**config.mk**
```make
export PLATFORM = sky130hd
export DESIGN_NAME = mis_cell
export DESIGN_NICKNAME = d
export VERILOG_FILES = /design/src/rtl/mis_pkg.sv /design/src/rtl/mis_cell.sv
export SDC_FILE = /design/constraint.sdc
export NUM_CORES = 1
export LEC_CHECK = 0
export ABC_AREA = 1
export BUFFER_PORTS_ARGS = -buffer_cell sky130_fd_sc_hd__clkbuf_2
export CORE_MARGIN = 3
export CORE_UTILIZATION = 30
export CTS_CLUSTER_DIAMETER = 60
export DETAILED_ROUTE_END_ITERATION = 10
export GPL_TIMING_DRIVEN = 0
export SLEW_MARGIN = 20
export SYNTH_ARGS = -nofsm -noshare
export SYNTH_HDL_FRONTEND = slang
export SYNTH_SLANG_ARGS = --single-unit
```
**constraint.sdc**
```tcl
create_clock -name i_clk -period 5.94 [get_ports i_clk]
set_input_delay 1.188 -clock i_clk [delete_from_list [all_inputs] [get_ports i_clk]]
set_output_delay 1.188 -clock i_clk [all_outputs]
set_load 0.005 [all_outputs]
```
**src/rtl/mis_pkg.sv**
```systemverilog
// Package for the merge insertion sorter.
// Holds the word width and the control struct broadcast to the cell chain.
// No dependencies.
package mis_pkg;

    localparam int unsigned DATA_W = 32;

    typedef logic [DATA_W-1:0] t_word;

    // Broadcast control for the cell chain.
    typedef struct packed {
        logic  ins;    // insert value, cells at and above the slot shift up
        logic  pop;    // cell 0 leaves, every cell takes its right neighbor
        t_word value;  // value being inserted
    } t_cell_ctl;

endpackage

```
**src/rtl/mis_cell.sv**
```systemverilog
// One cell of the sorted chain: holds a single value, compares it with the
// broadcast value and trades words with its neighbors. Depends on mis_pkg.
module mis_cell (
    input  logic               i_clk,
    input  mis_pkg::t_cell_ctl i_ctl,
    input  logic               i_occ,
    input  mis_pkg::t_word     i_left_val,
    input  logic               i_left_ge,
    input  mis_pkg::t_word     i_right_val,
    output mis_pkg::t_word     o_val,
    output logic               o_ge
);
    import mis_pkg::*;

    t_word r_val;
    t_word n_val;

    // Slot is at or above the insertion point.
    assign o_ge = !i_occ || (i_ctl.value <= r_val);
    assign o_val = r_val;

    always_comb begin
        n_val = r_val;
        if (i_ctl.ins && o_ge) begin
            n_val = i_left_ge ? i_left_val : i_ctl.value;
        end else if (i_ctl.pop) begin
            n_val = i_right_val;
        end
    end

    always_ff @(posedge i_clk) begin
        r_val <= n_val;
    end

endmodule

```
---- Word level (Yosys, flattened, before mapping) ----
Cells that the tools add are included.
cells by class
  add/sub/neg operators ................... 0
  multipliers ............................. 0
  divide/modulo/power cells ............... 0
  magnitude comparators ................... 1
  equality and inequality tests ........... 0
  shift operators ......................... 0
  muxes and demuxes ....................... 3
  bitwise gates (word level) .............. 0
  reduce and logical (&&, ||, !) cells .... 4
operators with widths
  operator             number
  $mux W32             3
  $le A32 B32 Y1       1
  $reduce_bool A2 Y1   1
  $logic_and A1 B1 Y1  1
  $logic_not A1 Y1     1
  $logic_or A1 B1 Y1   1
word-level totals
  register bits ........................... 32
  bits in latches ......................... 0
  memory bits (writable) .................. 0
  memory bits (read-only) ................. 0
  input port bits ......................... 101
  output and inout port bits .............. 33
  word-level logic and storage cells ...... 9
  memories ................................ 0

---- Logic depth before layout (Yosys ltp) ----
  word-level depth ........................ 4
  depth in mapped cells ................... 18

---- Least setup slack after synthesis ----
No wires, ideal clock.
  path kind ............................... input -> output
  start ................................... input port i_ctl[31] in the netlist's numbering
  end ..................................... output port o_ge
  data arrival time ....................... 2262 ps
  required time ........................... 4752 ps
  slack ................................... 2490 ps
  stages .................................. 9
  buffers on the path ..................... 1
  path through ............................ ha_1 -> nand2_2 -> nor2_4 -> nand2_2 -> nor3b_2 -> nand2_1 -> nand2_2 -> nand2_4 -> buf_4
on the way
  word-level cells in the longest chain between the ends .. 2
RTL lines
  element             line            RTL
  start, declared     mis_cell.sv:5   input mis_pkg::t_cell_ctl i_ctl,
  $le A32 B32 Y1      mis_cell.sv:19  assign o_ge = !i_occ || (i_ctl.value <= r_val);
  $logic_or A1 B1 Y1  mis_cell.sv:19
  end, declared       mis_cell.sv:11  output logic o_ge
No other way between the ends.

---- Worst setup path after layout ----
  start ................................... input port i_ctl[15] in the netlist's numbering
  end ..................................... output port o_ge
Same word-level chain as after synthesis.

==> flow_summary.toml <==
[detailed_routing]
detail_route.vias_per_cell = 4.531
route.met3.wl_um = 516
drt-pass1-iter-count = 4
m1WireLength_um = 3329
routed-wl-met2_um = 3791
wl_um = 7669
initialDrtViolationCount = 60
antenna_violating_nets_post_route = 0
route.vias.total = 2569
top_layer = "met4"
drc_errors = 0
drt-wirelength-per-cell_um = 13.53

[die]
die_x_um = 101.0
num_rows = 34
die_h_um = 101.0
initial_cell_density_of_the_core = 0.3091
design.die.area_sq_mm = 0.01021
fp.coreArea_sq_mm = 0.008763
ioPinCount = 134

[placement]
hpwlAfterDp_um = 6161
placer_s_final_routability_congestion_estimate = 0.7473
placement.cell_area_sq_mm = 0.003530
io_buffers = 131

[synthesis]
seq_area_frac_synth = 0.3547
syn_nets = 452
most_instantiated_cells_after_synthesis = "nand2_1, inv_1, nand3_1, edfxtp_1, ha_1"
synth_flop_cell = "edfxtp_1"
synth.top_cell.area_share = 0.3547
yosysTopAreaCell = "edfxtp_1"
yosys.cell_types.count = 22
yosys_register_bits = 32
number_of_synthesized_flops_with_an_enable_pin = 32
number_of_synthesis_warnings = 0
synthCells = 319
synthArstFlopShare = 0
post-synth-top-count-cell = "nand2_1"
mappedNetlistArea_sq_mm = 0.002709
post_synth_main_area_contributors = "edfxtp_1, ha_1, nand2_1"
synth_area_per_cell_sq_um = 8.492

[sta]
maxClockFrequency_ghz = 0.2593
timing.max_slew.rel_slack = 0.5450
final_min_period_over_clock_period = 0.6492
worst_pin_slew_ns = 0.6826
clock_skew_ns = 0.006621
hold_viol_final = 0
setup_tns_ns = 0
final_max_slew_viol_count = 0
rsz_0062_raised_after_global_routing = "no"
final_period_demand_of_the_worst_path_ns = 3.856
setup_violations = 0

[worst_setup_path]
start_kind = "primary input"
timing.critical_path.required_ns = 4.75
crit_path_end_kind = "primary output"
worstPathMaxFanout = 10
worst-setup-path-type = "in -> out"
worstPathArrival_ns = 2.67

[global_route]
pin_count_of_the_biggest_net_entering_global_routing = 19
initial_antenna_violation_count = 0
globalRouteOverflowTotal = 0
grt_first_pass_wirelength_um = 12150
grt_use_total = 0.1524
grt_pass1_vias = 2576

[cts]
clk_path_buf_depth = 2
cts.repair_timing.setup_buffer_count = 0
clock_latency_ns = 0.29
cts.htree.levels = 2
clkTransAtPathRegs_ns = 0.07
clock_tree_from_tritoncts = "done"
clkSinkCount = 32
cts_hold_buffers = 0
cts_root_buf = "clkbuf_8"
cts_made_buffers = 5
post_cts.resized_instances = 0

[pwr]
power-per-cell-area_mw_per_mm2 = 206.3
power_mw = 0.7451
static-leakage-power_nw = 1.983
ir_drop_v = 0.00009341

[cells_and_area]
layout-drive-gt1-share = 0.4031
antenna_cells_inserted = 0
largest_reg_flops = 32
fin_nets = 591
areaGrowthSynthToFinish_pct = 33.35
final.fill_count = 936
final_cell_area_sq_mm = 0.003612

[min_path]
hold_path.class = "in -> reg"

[outcome]
outcome = "finished clean"

[flow_run]
max_cap_violations = 0
-- critical path: stages --
cell and delay [ns]:
clkbuf_2 0.09, ha_1 0.29, nand2_1 0.07, nor2_1 0.15, nand2_1 0.10, nor2_1 0.18
a21boi_1 0.13, nand2_4 0.13, buf_4 0.20, clkbuf_2 0.13
-- per-layer routing --
metal  up-vias  global-route usage
li1       1342                   -
met1      1145              0.1824
met2        80              0.2780
met3         2             0.03460
met4         0             0.03067
met5         -                   0
-- power by group --
group | switching, mW | total [mW] | internal, mW | leakage, nW
Combinational | 0.144 | 0.272 | 0.128 | 1.61
Sequential | 0.0156 | 0.305 | 0.290 | 0.329
Clock | 0.0884 | 0.168 | 0.0797 | 0.0453
-- layout make-up --
class | count | area, sq um | area share
Clock buffer | 5 | 68.82 | 0.01905
Buffer | 14 | 87.58 | 0.02425
Multi-Input combinational cell | 233 | 1513 | 0.4188
Inverter | 40 | 150.1 | 0.04157
Clock inverter | 3 | 13.76 | 0.003810
Timing Repair Buffer | 132 | 683.2 | 0.1891
Tap cell | 108 | 135.1 | 0.03741
Sequential cell | 32 | 960.9 | 0.2660
-- stage by stage --
step | utilization | instances | hold slack, ns | setup slack (ns)
floorplan | - | 319 | 1.035 | 2.490
global placement | 0.3993 | 558 | 1.191 | 1.753
detailed placement | 0.4028 | 559 | 1.225 | 2.062
CTS | 0.4122 | 567 | 1.155 | 2.050
global route | 0.4122 | 567 | 1.164 | 1.906
finish | 0.4122 | 567 | 1.167 | 2.084
-- logic make-up after synthesis --
| family | count (synthesis) | synth area share |
|---|---|---|
| flip-flops | 32 | 0.3547 |
| buffers and inverters | 54 | 0.08775 |
| multiplexers | 31 | 0.1289 |
| adder cells (fa/ha/maj) | 32 | 0.1478 |
| AO/OA/AOI/OAI | 21 | 0.04249 |
| AND/OR/NAND/NOR | 149 | 0.2383 |
-- placed cells by master, fill, tap and decap left out, drive strengths merged, types with 3 or more instances in the layout --
cell and n:
clkinv 3, a21oi 14, nand2 103, nor2 9, clkbuf 142, edfxtp 32
ha 32, inv 40, mux2 31, buf 9, o21ai 3, nand3 34
-- path summary, 6_finish.rpt --
kind	startpoint	depth (start not counted)	to	slack [ns]
max	i_ctl[15]	10	o_ge	2.08
min	i_right_val[31]	3	o_val[31]	1.17
max reg2reg	o_val[15]	12	o_val[0]	3.38
min reg2reg	o_val[0]	7	o_val[0]	1.24
Power figures use the tool's default switching activity.
